$ cat config.mk
export PLATFORM = sky130hd
export DESIGN_NAME = rle_ed_escape_page_compressor
export DESIGN_NICKNAME = d
export VERILOG_FILES = /design/src/sv/rle_pkg.sv /design/src/sv/rle_front.sv /design/src/sv/rle_fifo.sv /design/src/sv/rle_back.sv /design/src/sv/rle_ed_escape_page_compressor.sv
export VERILOG_INCLUDE_DIRS = /design/src /design/src/sv
export SDC_FILE = /design/constraint.sdc
export NUM_CORES = 1
export LEC_CHECK = 0
export ABC_AREA = 1
export BUFFER_PORTS_ARGS = -buffer_cell sky130_fd_sc_hd__clkbuf_2
export CORE_ASPECT_RATIO = 1.1
export CORE_MARGIN = 1
export CORE_UTILIZATION = 35
export DETAILED_ROUTE_END_ITERATION = 7
export HOLD_SLACK_MARGIN = 0.02
export PLACE_DENSITY = 0.53
export RECOVER_POWER = 25
export SLEW_MARGIN = 25
export SYNTH_ARGS = -nofsm -noshare
export SYNTH_HDL_FRONTEND = slang
export SYNTH_SLANG_ARGS = --single-unit
$ cat constraint.sdc
create_clock -name clk -period 3.9 [get_ports clk]
set_input_delay 0.195 -clock clk [delete_from_list [all_inputs] [get_ports clk]]
set_output_delay 0.195 -clock clk [all_outputs]
set_load 0.01 [all_outputs]
$ cat src/sv/assert_macros.svh
// ----------------------------------------------------------------------------
// Assertion macros
// Shared concurrent assertion wrappers, sampled on clk and quiet during reset.
// ----------------------------------------------------------------------------
`ifndef ASSERT_MACROS_SVH
`define ASSERT_MACROS_SVH

`ifndef NO_ASSERTIONS

// Plain property check.
`define RLE_ASSERT(lbl, prop, msg) \
    lbl: assert property (@(posedge clk) disable iff (!rst_n) (prop)) else $error(msg);

// Same-cycle implication check.
`define RLE_ASSERT_IMP(lbl, ante, cons, msg) \
    lbl: assert property (@(posedge clk) disable iff (!rst_n) (ante) |-> (cons)) \
        else $error(msg);

`else

`define RLE_ASSERT(lbl, prop, msg)
`define RLE_ASSERT_IMP(lbl, ante, cons, msg)

`endif

`endif

$ cat src/sv/rle_pkg.sv
// ----------------------------------------------------------------------------
// RLE page compressor package
// Constants and the job record passed from the classifier to the serializer.
// ----------------------------------------------------------------------------
package rle_pkg;

    localparam int unsigned MAX_RUN     = 255;
    localparam logic [7:0]  RUN_CAP     = 8'(MAX_RUN);
    localparam logic [7:0]  ESC_BYTE    = 8'hED;
    localparam logic [7:0]  MIN_PACKED  = 8'd4;
    localparam int unsigned COUNT_W     = 17;
    localparam int unsigned FIFO_DEPTH  = 4;
    localparam int unsigned FIFO_AW     = $clog2(FIFO_DEPTH);
    localparam int unsigned FIFO_CW     = $clog2(FIFO_DEPTH + 1);

    // What follows the run flush of a job.
    typedef enum logic [1:0] {
        TAIL_NONE,
        TAIL_LIT,
        TAIL_ESC
    } tail_kind_t;

    // One job: an optional run flush, then an optional tail, last marks page end.
    typedef struct packed {
        logic       flush_en;
        logic [7:0] flush_val;
        logic [7:0] flush_len;
        tail_kind_t tail;
        logic [7:0] tail_byte;
        logic       last;
    } job_t;

endpackage

$ cat src/sv/rle_front.sv
// ----------------------------------------------------------------------------
// RLE front end
// Tracks the pending run and turns each accepted byte into at most one job.
// ----------------------------------------------------------------------------
module rle_front (
    input  logic          clk,
    input  logic          rst_n,
    input  logic          accept,
    input  logic [7:0]    data_byte,
    input  logic          last_byte,
    output logic          push,
    output rle_pkg::job_t job
);
    import rle_pkg::*;

    logic [7:0] run_value_reg;
    logic [7:0] run_value_next;
    logic [7:0] run_length_reg;
    logic [7:0] run_length_next;
    logic       esc_pend;
    logic       extend;

    always_comb
    begin
        esc_pend = (run_length_reg == 8'd1) && (run_value_reg == ESC_BYTE) &&
                   (data_byte != ESC_BYTE);
        extend   = (run_length_reg != 8'd0) && (data_byte == run_value_reg) &&
                   (run_length_reg < RUN_CAP);

        job.flush_en  = 1'b0;
        job.flush_val = run_value_reg;
        job.flush_len = run_length_reg;
        job.tail      = TAIL_NONE;
        job.tail_byte = data_byte;
        job.last      = last_byte;
        push          = 1'b0;
        run_value_next  = run_value_reg;
        run_length_next = run_length_reg;

        if (esc_pend)
        begin
            // A lone escape drags the next byte out with it as a literal pair.
            job.tail        = TAIL_ESC;
            push            = 1'b1;
            run_length_next = 8'd0;
        end
        else if (extend)
        begin
            run_length_next = run_length_reg + 8'd1;
            if (last_byte)
            begin
                job.flush_en  = 1'b1;
                job.flush_len = run_length_reg + 8'd1;
                push          = 1'b1;
            end
        end
        else
        begin
            job.flush_en    = (run_length_reg != 8'd0);
            job.tail        = last_byte ? TAIL_LIT : TAIL_NONE;
            push            = job.flush_en || last_byte;
            run_value_next  = data_byte;
            run_length_next = 8'd1;
        end

        if (last_byte)
        begin
            run_value_next  = 8'd0;
            run_length_next = 8'd0;
        end

        push = push && accept;
    end

    always_ff @(posedge clk or negedge rst_n)
    begin
        if (!rst_n)
        begin
            run_value_reg  <= 8'd0;
            run_length_reg <= 8'd0;
        end
        else if (accept)
        begin
            run_value_reg  <= run_value_next;
            run_length_reg <= run_length_next;
        end
    end

endmodule

$ cat src/sv/rle_fifo.sv
// ----------------------------------------------------------------------------
// RLE job queue
// Small register queue that decouples the classifier from the serializer.
// ----------------------------------------------------------------------------
module rle_fifo (
    input  logic          clk,
    input  logic          rst_n,
    input  logic          push,
    input  rle_pkg::job_t push_job,
    input  logic          pop,
    output rle_pkg::job_t pop_job,
    output logic          full,
    output logic          empty
);
    import rle_pkg::*;

    job_t                 mem_reg [FIFO_DEPTH];
    logic [FIFO_AW-1:0]   wr_ptr_reg;
    logic [FIFO_AW-1:0]   rd_ptr_reg;
    logic [FIFO_CW-1:0]   count_reg;
    logic [FIFO_CW-1:0]   count_next;

    assign full    = (count_reg == FIFO_CW'(FIFO_DEPTH));
    assign empty   = (count_reg == '0);
    assign pop_job = mem_reg[rd_ptr_reg];

    always_comb
    begin
        count_next = count_reg;
        if (push && !pop)
        begin
            count_next = count_reg + 1'b1;
        end
        else if (pop && !push)
        begin
            count_next = count_reg - 1'b1;
        end
    end

    always_ff @(posedge clk)
    begin
        if (push)
        begin
            mem_reg[wr_ptr_reg] <= push_job;
        end
    end

    always_ff @(posedge clk or negedge rst_n)
    begin
        if (!rst_n)
        begin
            wr_ptr_reg <= '0;
            rd_ptr_reg <= '0;
            count_reg  <= '0;
        end
        else
        begin
            if (push)
            begin
                wr_ptr_reg <= wr_ptr_reg + 1'b1;
            end
            if (pop)
            begin
                rd_ptr_reg <= rd_ptr_reg + 1'b1;
            end
            count_reg <= count_next;
        end
    end

endmodule

$ cat src/sv/rle_back.sv
// ----------------------------------------------------------------------------
// RLE back end
// Serializes queued jobs into compressed bytes, one byte per cycle unless stalled.
// ----------------------------------------------------------------------------
module rle_back (
    input  logic                        clk,
    input  logic                        rst_n,
    input  rle_pkg::job_t               fifo_job,
    input  logic                        fifo_empty,
    output logic                        pop,
    input  logic                        out_stall,
    output logic                        out_valid,
    output logic [7:0]                  out_byte,
    output logic                        out_last,
    output logic [rle_pkg::COUNT_W-1:0] byte_count
);
    import rle_pkg::*;

    typedef enum logic [1:0] {
        ST_IDLE,
        ST_FLUSH,
        ST_TAIL
    } stage_t;

    stage_t             stage_reg;
    stage_t             stage_next;
    job_t               job_reg;
    job_t               job_next;
    logic [1:0]         idx_reg;
    logic [1:0]         idx_next;
    logic [COUNT_W-1:0] count_reg;
    logic [COUNT_W-1:0] count_next;
    logic               out_valid_reg;
    logic               out_valid_next;
    logic [7:0]         out_byte_reg;
    logic [7:0]         out_byte_next;
    logic               out_last_reg;
    logic               out_last_next;
    logic [COUNT_W-1:0] byte_count_reg;
    logic [COUNT_W-1:0] byte_count_next;

    logic               out_free;
    logic               emit;
    logic               packed_run;
    logic [7:0]         cur_byte;
    logic               done;
    logic               job_final;
    logic               load;

    assign out_valid  = out_valid_reg;
    assign out_byte   = out_byte_reg;
    assign out_last   = out_last_reg;
    assign byte_count = byte_count_reg;

    always_comb
    begin
        out_free   = !out_valid_reg || !out_stall;
        emit       = (stage_reg != ST_IDLE) && out_free;
        packed_run = (job_reg.flush_len >= MIN_PACKED) ||
                     ((job_reg.flush_val == ESC_BYTE) && (job_reg.flush_len >= 8'd2));

        cur_byte = 8'd0;
        done     = 1'b0;
        case (stage_reg)
            ST_FLUSH:
            begin
                if (packed_run)
                begin
                    case (idx_reg)
                        2'd0, 2'd1: cur_byte = ESC_BYTE;
                        2'd2:       cur_byte = job_reg.flush_len;
                        default:    cur_byte = job_reg.flush_val;
                    endcase
                    done = (idx_reg == 2'd3);
                end
                else
                begin
                    // Short runs are below four bytes, so two index bits suffice.
                    cur_byte = job_reg.flush_val;
                    done     = (idx_reg == (job_reg.flush_len[1:0] - 2'd1));
                end
            end
            ST_TAIL:
            begin
                if ((job_reg.tail == TAIL_ESC) && (idx_reg == 2'd0))
                begin
                    cur_byte = ESC_BYTE;
                    done     = 1'b0;
                end
                else
                begin
                    cur_byte = job_reg.tail_byte;
                    done     = 1'b1;
                end
            end
            default:
            begin
                cur_byte = 8'd0;
                done     = 1'b0;
            end
        endcase

        job_final = done && ((stage_reg == ST_TAIL) || (job_reg.tail == TAIL_NONE));

        stage_next = stage_reg;
        idx_next   = idx_reg;
        job_next   = job_reg;
        load       = (stage_reg == ST_IDLE);

        if (emit)
        begin
            if (!done)
            begin
                idx_next = idx_reg + 2'd1;
            end
            else if (!job_final)
            begin
                stage_next = ST_TAIL;
                idx_next   = 2'd0;
            end
            else
            begin
                load = 1'b1;
            end
        end

        pop = load && !fifo_empty;
        if (load)
        begin
            if (!fifo_empty)
            begin
                job_next   = fifo_job;
                stage_next = fifo_job.flush_en ? ST_FLUSH : ST_TAIL;
                idx_next   = 2'd0;
            end
            else
            begin
                stage_next = ST_IDLE;
            end
        end

        count_next = count_reg;
        if (emit)
        begin
            count_next = (job_final && job_reg.last) ? '0 : count_reg + 1'b1;
        end

        out_valid_next  = out_valid_reg;
        out_byte_next   = out_byte_reg;
        out_last_next   = out_last_reg;
        byte_count_next = byte_count_reg;
        if (out_free)
        begin
            out_valid_next = emit;
        end
        if (emit)
        begin
            out_byte_next   = cur_byte;
            out_last_next   = job_final && job_reg.last;
            byte_count_next = count_reg + 1'b1;
        end
    end

    always_ff @(posedge clk or negedge rst_n)
    begin
        if (!rst_n)
        begin
            stage_reg      <= ST_IDLE;
            job_reg        <= '0;
            idx_reg        <= 2'd0;
            count_reg      <= '0;
            out_valid_reg  <= 1'b0;
            out_byte_reg   <= 8'd0;
            out_last_reg   <= 1'b0;
            byte_count_reg <= '0;
        end
        else
        begin
            stage_reg      <= stage_next;
            job_reg        <= job_next;
            idx_reg        <= idx_next;
            count_reg      <= count_next;
            out_valid_reg  <= out_valid_next;
            out_byte_reg   <= out_byte_next;
            out_last_reg   <= out_last_next;
            byte_count_reg <= byte_count_next;
        end
    end

endmodule

$ cat src/sv/rle_ed_escape_page_compressor.sv
// ----------------------------------------------------------------------------
// RLE page compressor with 0xED escape
// Streaming run-length compressor: one page byte in, zero to five bytes out.
// ----------------------------------------------------------------------------
// Usage: the input channel (in_valid, in_stall, data_byte, last_byte) moves
// one page byte per transaction; last_byte marks the final byte of a page and
// flushes the pending run. The output channel (out_valid, out_stall, out_byte,
// out_last, byte_count) moves one compressed byte per transaction, with
// byte_count the running compressed size of the page and out_last on its
// final byte. Runs of four or more equal bytes, or two or more 0xED bytes,
// come out as ED ED count value; shorter runs come out as literals.
// Throughput: the front end takes one input transaction per cycle while its
// four-job queue has room; the serializer emits one output byte per cycle
// while not stalled, so sustained rate is set by output bytes per input
// (up to 5/3 on average). A byte that closes a run pushes a job that passes
// through the queue and the serializer's job register to the output register;
// if busy, it also waits for every compressed byte still queued ahead of it.
// Reset clears the run tracker, the queue and the byte count. When the
// receiver stalls, the output byte holds; the queue fills and in_stall rises.
// ----------------------------------------------------------------------------
`include "assert_macros.svh"

module rle_ed_escape_page_compressor (
    input  logic                        clk,
    input  logic                        rst_n,
    input  logic                        in_valid,
    output logic                        in_stall,
    input  logic [7:0]                  data_byte,
    input  logic                        last_byte,
    output logic                        out_valid,
    input  logic                        out_stall,
    output logic [7:0]                  out_byte,
    output logic                        out_last,
    output logic [rle_pkg::COUNT_W-1:0] byte_count
);
    import rle_pkg::*;

    logic accept;
    logic push;
    logic pop;
    logic fifo_full;
    logic fifo_empty;
    job_t push_job;
    job_t pop_job;

    // The queue being full is the only reason to hold off the sender.
    assign in_stall = fifo_full;
    assign accept   = in_valid && !in_stall;

    // Front end: run tracking and job classification.
    rle_front u_front (
        .clk       (clk),
        .rst_n     (rst_n),
        .accept    (accept),
        .data_byte (data_byte),
        .last_byte (last_byte),
        .push      (push),
        .job       (push_job)
    );

    // Job queue between the two halves.
    rle_fifo u_fifo (
        .clk      (clk),
        .rst_n    (rst_n),
        .push     (push),
        .push_job (push_job),
        .pop      (pop),
        .pop_job  (pop_job),
        .full     (fifo_full),
        .empty    (fifo_empty)
    );

    // Back end: byte serializer with its output register.
    rle_back u_back (
        .clk        (clk),
        .rst_n      (rst_n),
        .fifo_job   (pop_job),
        .fifo_empty (fifo_empty),
        .pop        (pop),
        .out_stall  (out_stall),
        .out_valid  (out_valid),
        .out_byte   (out_byte),
        .out_last   (out_last),
        .byte_count (byte_count)
    );

    // A job only enters the queue on an accepted transaction.
    `RLE_ASSERT_IMP(a_push_on_accept, push, accept, "job pushed without input transaction")
    // Every last byte of a page produces a job, so the page is always closed.
    `RLE_ASSERT_IMP(a_last_pushes, accept && last_byte, push, "last byte produced no job")
    // The serializer never takes from an empty queue.
    `RLE_ASSERT_IMP(a_pop_nonempty, pop, !fifo_empty, "pop from empty queue")
    // A full queue never takes another job.
    `RLE_ASSERT_IMP(a_no_push_full, fifo_full, !push, "push into full queue")

endmodule
; Word level (Yosys, flattened, before mapping)
; Memories as Yosys holds them, arrays and structs flattened.
; Index checks and enable logic that the tools add are counted.
[op_classes]
n_lt_le_gt_ge = 3
n_addsub = 8
n_reduce_logical = 37
n_mux = 43
eq_ne = 16
n_bitwise = 1
[op_table]
columns = operator, n
row1 = $mux 8, 11
row2 = $pmux 8 s2, 2
row3 = $mux 2, 13
row4 = $add 17x1->17 const B, 1
row5 = $mux 17, 1
row6 = $eq 8x8->1 const B, 2
row7 = $logic_and 1x1->1, 14
row8 = $mux 1, 13
row9 = $add 8x1->8 const B, 1
row10 = $eq 2x2->1 const B, 4
row11 = $eq 8x1->1 const B, 1
row12 = $eq 8x8->1, 1
row13 = $ge 8x2->1 const B, 1
row14 = $ge 8x3->1 const B, 1
row15 = $lt 8x8->1 const B, 1
row16 = $ne 8x8->1 const B, 1
row17 = $reduce_bool 2->1, 4
row18 = $reduce_bool 8->1, 1
row19 = $add 2x1->2 const B, 3
row20 = $logic_not 1->1, 6
row21 = $logic_not 2->1, 3
row22 = $mux 3, 2
row23 = $ne 2x2->1 const B, 3
row24 = $reduce_and 3->1, 2
row25 = 12 further kinds, 16
[totals]
out_inout_bits = 28
wordCells = 126
input_bits = 13
ramBits = 112
memories = 1
regBits = 98
[mem_list]
columns = name, depth, width, read_ports, rd_ports_with_merged_regs, wr, line
row1 = u_fifo.mem_reg, 4, 28, 1, 0, 1, rle_fifo.sv:17  ; job_t mem_reg [FIFO_DEPTH];

; Depth between registers and ports, before layout
; Gate-level depths: netlist of the first run.
[depth]
word_depth = 13
depth_mapped = 19
mapped_depth_nobuf = 18

; Hierarchy
; A second synthesis of the first run with hierarchy kept.
[hier_totals]
cells_unflattened = 1081
hier_area_um2 = 10268.6
[modules_own_cells]
columns = module, seq_area_each_um2, area_each_um2, n_inst, cells_each
row1 = rle_fifo, 3538.4, 5041.1, 1, 375
row2 = rle_back, 1876.8, 3792.4, 1, 466
row3 = rle_front, 400.4, 1425.1, 1, 238
row4 = rle_ed_escape_page_compressor, 0.0, 10.0, 1, 2

; Least setup slack after synthesis of the first run
; No wires, ideal clock.
[synth_path]
path_type = flip-flop to flip-flop
start = register u_front.run_length_reg[0]
end = memory u_fifo.mem_reg[0][0] (netlist name) (enable)
required_ns = 3.487
slack_ns = 0.807
arrival_ns = 2.680
path_stages_with_launch = 12
n_path_buf = 0
path_cell_list = dfrtp_1 > ha_1 > nand3_1 > nor2_1 > nand2_1 > nor3_1 > nor2_1 > nand2_1 > inv_1 > o21ai_1 > nand2_1 > nor2_1
[synth_between]
elab_chain_cells = 8
elab_cells_between_ends = 13
cone_classes = order compare (1) / eq/ne (1) / mux (4) / reduce/logical (7)
[synth_rtl]
columns = element, line
row1 = start: declaration, rle_front.sv:18  ; logic [7:0] run_length_reg;
row2 = start signal: assignment, rle_front.sv:85  ; run_length_reg <= run_length_next;
row3 = branches (longest 4 deep; another with $lt 8x8->1), n/a
row4 = $mux 1 (*), rle_front.sv:40  ; if (esc_pend)
row5 = $logic_and 1x1->1 (*), rle_front.sv:72  ; push = push && accept;
row6 = $mux 1 (*), rle_fifo.sv:42  ; if (push)
row7 = $mux 1 (not written as such) (*), rle_fifo.sv:44  ; mem_reg[wr_ptr_reg] <= push_job;
row8 = end: declaration, rle_fifo.sv:17
; Every way passes the cells marked *.

; Final worst setup path of the first run
[layout_path]
start = register u_front.run_length_reg[0]
end = register u_fifo.count_reg[2]
[layout_between]
elab_chain_cells = 9
elab_cells_between_ends = 16
cone_classes = order compare (1) / eq/ne (1) / mux (3) / reduce/logical (11)
[layout_rtl]
columns = element, line
row1 = branches (longest 4 deep; another with $lt 8x8->1), n/a
row2 = $mux 1 (*), rle_front.sv:40
row3 = $logic_and 1x1->1 (*), rle_front.sv:72
row4 = net push, rle_ed_escape_page_compressor.sv:39  ; logic push;
row5 = $logic_not 1->1, rle_fifo.sv:34  ; else if (pop && !push)
row6 = $logic_and 1x1->1, rle_fifo.sv:34
row7 = $reduce_bool 2->1 (no source line), n/a
row8 = end signal: assignment, rle_fifo.sv:66  ; count_reg <= count_next;
row9 = end: declaration, rle_fifo.sv:20  ; logic [FIFO_CW-1:0] count_reg;
; Mark *: on every way through the listed nets, which the timed path passes.
; A chain may end at the register's enable or synchronous reset.

==> results of run 1 <==
area by class of cell:
type	instances	area, µm²	share of cell area [%]
multi-input cells	578	3054	28.36
repair buffers	65	399.1	3.706
inverters	71	266.5	2.475
well taps	352	440.4	4.090
clock inverters	17	214.0	1.987
flip-flops and latches	210	5816	54.00
clock buffers	24	579.3	5.379
power by group:
group / leakage, µW / switching [µW] / total [µW] / internal, µW
combinational: 0.00178 / 1770 / 2620 / 847
clock: 0.000377 / 870 / 2280 / 1410
sequential: 0.00232 / 297 / 3180 / 2890
total: 0.00448 / 2940 / 8080 / 5140
routing by layer:
layer | share of wire (%) | vias to the layer above | GRT usage [%]
met3 | 3.5 | 27 | 2.125
met4 | 1.7 | 0 | 3.964
met1 | 49 | 3025 | 21.58
met5 | 0 | - | 0
met2 | 46 | 111 | 25.64
li1 | - | 3203 | -
metrics by stage:
step / cell area (µm²) / power (µW)
2_1_floorplan: 9341 / 5138
3_3_place_gp: 9899 / 5864
3_5_place_dp: 9899 / 5877
4_1_cts: 10780 / 8188
5_1_grt: 10770 / 8652
6_report: 10770 / 8075
critical path: cells and delay by family, from the launching register on:
family          cells  cell delay, ps
fa+ha+maj           3             730
xor+xnor            1             150
simple gates        7             940
flops               1             420
compound gates      3             450
buf+inv             3             290
placed cells by master, fill, tap and decap left out, types with 10 or more instances in the layout:
| cell | n |
|---|---|
| nand2_1 | 163 |
| edfxtp_1 | 112 |
| dfrtp_1 | 98 |
| nor2_1 | 89 |
| o21ai_0 | 85 |
| inv_1 | 68 |
| nand3_1 | 55 |
| o22ai_1 | 45 |
| clkbuf_2 | 31 |
| clkbuf_16 | 23 |
| a21oi_1 | 20 |
| ha_1 | 17 |
| buf_4 | 16 |
| xor2_1 | 12 |
| nand2_2 | 11 |
| nor3_1 | 11 |
| xnor2_1 | 10 |
| clkbuf_1 | 10 |
logic make-up (layout without fill, tap and decap cells):
logic type,Yosys count,count (layout),share of synthesized area (%)
buffers and inverters,111,177,5.157
flip-flops,210,210,62.26
adder cells (fa/ha/maj),18,18,2.491
multiplexers,1,1,0.1205
XOR/XNOR,22,22,2.063
AND/OR/NAND/NOR,362,362,17.17
AO/OA/AOI/OAI,175,175,10.74
path summary, 6_finish.rpt:
check | endpoint | slack, ps | depth (start not counted)
max | u_fifo.count_reg[2] | 780 | 17
min | u_fifo.mem_reg[1][1] | 120 | 1
max reg2reg | u_fifo.count_reg[2] | 780 | 17
min reg2reg | u_back.byte_count[1] | 470 | 2
max in group asynchronous | u_back.job_reg[18] | 1860 | 3
min in group asynchronous | u_back.job_reg[1] | 800 | 2
==> impl_metrics.csv, run 1 <==
group,metric,value,unit
placement,gp_congestion,0.8269,
yosys,synth-async-reset-ratio,46.67,%
grt,grt_max_degree,74,
sta,timing.hold.ws,117.0,ps
clock_tree,clk_pin_slew,60,ps
sta,tns,0,ps
sta,period_minus_slack,3120,ps
yosys,synth_area,9341,µm²
yosys,synth_seq_cells,210,
sta,worst_pin_slew,1954,ps
job,maxCapViolCount,1,
placement,place_ws,766.9,ps
yosys,synthCells,899,
clock_tree,cts_hold_buf,9,
die,io_pins,41,
clock_tree,cts_resized,0,
finish,drive_gt1_share,11.81,%
worst_hold_path,hp-start,"data_byte[0]",
routing,drt-total-wl,20.68,mm
power,total_leakage_power,0.004476,µW
sta,worst_slack,780.4,ps
routing,vias_per_cell,4.834,
finish,fin_util,41.19,%
yosys,yosysMostFrequentCell,"nand2_1",
clock_tree,cts_buffers,23,
finish,antennaDiodeCount,0,
yosys,yosys_warnings,0,
routing,drt_iter0_drc,334,
routing,firstDrtPassIters,5,
sta,finalSetupViolCount,0,
clock_tree,clock_latency,510,ps
yosys,synthFlopType,"edfxtp_1",
clock_tree,cts_tree,"done",
clock_tree,cts_sinks,210,
die,fp.coreArea,26140,µm²
sta,rsz0062_at_grt,"no",
worst_setup_path,arrival,3500,ps
die,die_w,157.8,µm
sta,relSlewSlack,-30.28,%
placement,placement.io_buffers,40,
worst_setup_path,path_cells,"ha_1 -> nand3_1 -> nor2_1 -> nand2_1 -> nor3_1 -> nor2_1 -> nand2_1 -> inv_1 -> o21ai_1 -> nand2_1 -> inv_2 -> ha_1 -> inv_1 -> fa_1 -> a21oi_1 -> o21ai_0 -> xor2_1",
routing,drc,0,
yosys,yosys-top-cells-count,"nand2_1, edfxtp_1, dfrtp_1, nor2_1, o21ai_0",
worst_setup_path,rr_startpoint,"u_front.run_length_reg[0]",
worst_setup_path,cpMostUsedCell,"nand2_1",
worst_hold_path,hold_path_class,"input port to register",
routing,postRouteAntennaNets,0,
yosys,synth.distinct_cells,43,
yosys,seq_area_frac_synth,62.26,%
sta,max_freq,320.6,MHz
placement,hpwl,13.54,mm
outcome,violations,"capacitance limit, slew limit",
worst_setup_path,worst_ep_required_time,4280,ps
worst_setup_path,critPathMaxFanout,6,
finish,fillCellCount,2586,
die,dieArea,27350,µm²
finish,syn2layout_area_growth,15.28,%
sta,fin_worst_skew,8.752,ps
power,ir_drop,0.0003133,V
worst_setup_path,crit_type,"register to register",
worst_setup_path,crit_path_max_incr_delay,420,ps
worst_setup_path,crit_slowest_cell,"dfrtp_1",
routing,vias,6366,
yosys,syn-mean-instance-area,10.39,µm²
yosys,yosys-top-cells-area,"edfxtp_1, dfrtp_1, nand2_1",
routing,route.detailed.wl_per_inst,15.70,µm
grt,antenna_found_initial,0,
clock_tree,cts-root-buf,"clkbuf_16",
clock_tree,clockBufferDepth,3,
finish,stdcell_count,1317,
yosys,synth_area_leader_cell,"edfxtp_1",
grt,grt_pass1_wl,33.35,mm
die,start_util,35.73,%
finish,nets,980,
grt,overflow,0,
grt,grt_usage,15.61,%
placement,placed_cells,1267,
worst_setup_path,crit_start,"u_front.run_length_reg[0]",
die,die_y,173.3,µm
outcome,outcome,"finished with violations",
worst_setup_path,crit_path_start_kind,"register",
yosys,synth_top_area_share,36.00,%
grt,grt_pass1_vias,6259,
die,rows,62,
power,powerDensity,749.9,nW/µm²
finish,largest_reg_flops,112,
yosys,syn_nets,930,
clock_tree,h-tree-depth,1,
clock_tree,postCtsSetupBuffers,0,
worst_setup_path,end_kind,"register",
sta,finalHoldViolCount,0,
sta,slew_violations,74,
sta,timing.final.crit_share,79.99,%
yosys,synth-edff-count,112,
No activity file was read; power rests on OpenSTA's default activity.
==> run 2, diff against run 1 <==
clock period = 3.13 ns   (was 3.9 ns; I/O delays follow)
==> run 2 against run 1 <==
The flow still finishes with violations (capacitance limit, slew limit). Die area unchanged. Core utilization increased by 0.43 points. Sequential power increased by 25%. Clock power increased by 23%. Critical path depth unchanged. Worst setup slack got worse by 450 ps. Routed wire length increased by 0.44%. Critical path type unchanged. Sequential share of layout area decreased by 0.55 points. Power increased by 26%. Fmax increased by 11%.
==> impl_metrics.csv, run 2 (synthesized netlist as in run 1, its figures left out) <==
group,metric,value,unit
outcome,outcome,"finished with violations",
outcome,violations,"capacitance limit, slew limit",
grt,overflow,0,
power,switching_share,36.12,%
worst_setup_path,worst_ep_required_time,3500,ps
grt,use_met1,22.56,%
finish,final_common_cell,"nand2_1",
worst_setup_path,end_kind,"register",
sta,max_freq,357.1,MHz
placement,hpwl,13.38,mm
routing,firstDrtPassIters,4,
die,die_w,157.8,µm
sta,finalHoldViolCount,0,
power,power.share.clock,27.6,%
sta,finalSetupViolCount,0,
power,ir_drop,0.0004211,V
sta,timing.hold.ws,150.4,ps
finish,final_cell_mix,"nand2_1, edfxtp_1, dfrtp_1, nor2_1, o21ai_0",
grt,grt_max_degree,99,
worst_setup_path,path_cells,"ha_1 -> nand3_1 -> nor2_1 -> nand2_1 -> nor3_2 -> nor2_1 -> nand2_1 -> inv_1 -> o21ai_1 -> nand2_1 -> inv_2 -> ha_1 -> inv_1 -> fa_1 -> a21oi_1 -> o21ai_0 -> xor2_1",
power,p_comb_share,33.3,%
worst_setup_path,critPathMaxFanout,4,
clock_tree,cts-root-buf,"clkbuf_16",
placement,gp_congestion,0.8264,
die,io_pins,41,
sta,tns,0,ps
finish,multi_input_area,3059,µm²
power,total_power,10150,µW
clock_tree,h-tree-depth,1,
routing,vias_per_cell,4.852,
grt,use_met3,2.075,%
power,p_int,6487,µW
clock_tree,cts_sinks,210,
die,die_y,173.3,µm
worst_hold_path,hold_path_class,"input port to register",
power,p_sw,3667,µW
sta,rsz0062_at_grt,"no",
die,fp.coreArea,26140,µm²
routing,postRouteAntennaNets,0,
sta,slew_violations,99,
routing,vias,6424,
finish,syn2layout_area_growth,16.47,%
worst_setup_path,crit_slowest_cell,"dfrtp_1",
sta,timing.final.crit_share,89.46,%
grt,busiest_layer,"met2",
finish,fin_util,41.62,%
routing,drt_iter0_drc,351,
placement,placement.io_buffers,40,
power,powerDensity,933.3,nW/µm²
job,maxCapViolCount,1,
power,total_leakage_power,0.004532,µW
routing,drc,0,
finish,antennaDiodeCount,0,
clock_tree,clock_latency,500,ps
grt,grt_pass1_wl,34.31,mm
clock_tree,clockBufferDepth,3,
worst_setup_path,crit_type,"register to register",
sta,worst_pin_slew,2260,ps
power,power.share.sequential,39.1,%
sta,relSlewSlack,-50.66,%
clock_tree,clk_pin_slew,60,ps
finish,nets,987,
routing,route.detailed.wl_per_inst,15.69,µm
sta,period_minus_slack,2800,ps
worst_setup_path,arrival,3170,ps
routing,drt-total-wl,20.77,mm
die,rows,62,
placement,dpl_cell_area,10000,µm²
finish,largest_reg_flops,112,
grt,grt_usage,15.82,%
grt,grt_use_met2,25.33,%
die,start_util,35.73,%
worst_setup_path,cpMostUsedCell,"nand2_1",
grt,antenna_found_initial,0,
clock_tree,postCtsSetupBuffers,0,
worst_setup_path,crit_path_max_incr_delay,430,ps
worst_setup_path,crit_path_start_kind,"register",
clock_tree,cts_buffers,23,
grt,grt_pass1_vias,6383,
finish,fillCellCount,2540,
die,dieArea,27350,µm²
finish,drive_gt1_share,12.35,%
sta,fin_worst_skew,11.33,ps
finish,ff_latch_area,5816,µm²
clock_tree,cts_tree,"done",
finish,design_area,10880,µm²
## run 2: critical path, delay by kind of cell, from the launching register on
family	cells	cell delay, ps
xor gates and xnor gates	1	150
DFF	1	430
AOI/OAI and AO/OA	3	390
adders and majority gates	3	720
and+or+nand+nor	7	730
buffers and inverters	3	240
## run 2: final timing paths
check	cells past startpoint	slack, ps	to	startpoint
setup / recovery	17	330	u_fifo.count_reg[2]	u_front.run_length_reg[0]
hold / removal	5	150	u_front.run_length_reg[4]	in_valid
max in group asynchronous	3	790	u_front.run_value_reg[3]	rst_n
min in group asynchronous	3	940	u_back.job_reg[1]	rst_n
setup reg to reg	17	330	u_fifo.count_reg[2]	u_front.run_length_reg[0]
hold reg to reg	2	470	u_back.byte_count[1]	u_back.byte_count[1]
## run 2: routing by layer
metal / vias to the layer above / wire length [µm]
met1: 3067 / 9960
met5: - / 0
met3: 24 / 866
met2: 110 / 9628
li1: 3223 / -
met4: 0 / 312
## run 2: area by class of cell
class,count,share of cell area (%)
Clock buffer,33,6.003
Clock inverter,8,1.276
Inverter,71,2.449
Multi-Input combinational cell,578,28.12
Sequential cell,210,53.45
Tap cell,352,4.048
Timing Repair Buffer,72,4.657
## run 2: timing repair
action	in CTS	in global routing
hold buffers	11	0
endpoints found under the hold margin	141	0
gates resized for setup	0	1
endpoints found under the setup margin	0	1
## run 2: power groups by stage
stage | Sequential [µW] | Combinational (µW) | Clock, µW
after floorplan | 3950 | 2450 | 0
after global placement | 4010 | 3410 | 0
after detailed placement | 4030 | 3440 | 0
after CTS | 3970 | 3450 | 2890
after global routing | 4040 | 3870 | 2990
final | 3970 | 3390 | 2800
## run 2: stage by stage
stage,setup slack [ps],instances
6_report,330.0,1324
5_1_grt,30.20,1324
2_1_floorplan,36.68,899
3_3_place_gp,300.5,1272
3_5_place_dp,263.7,1272
4_1_cts,259.5,1324
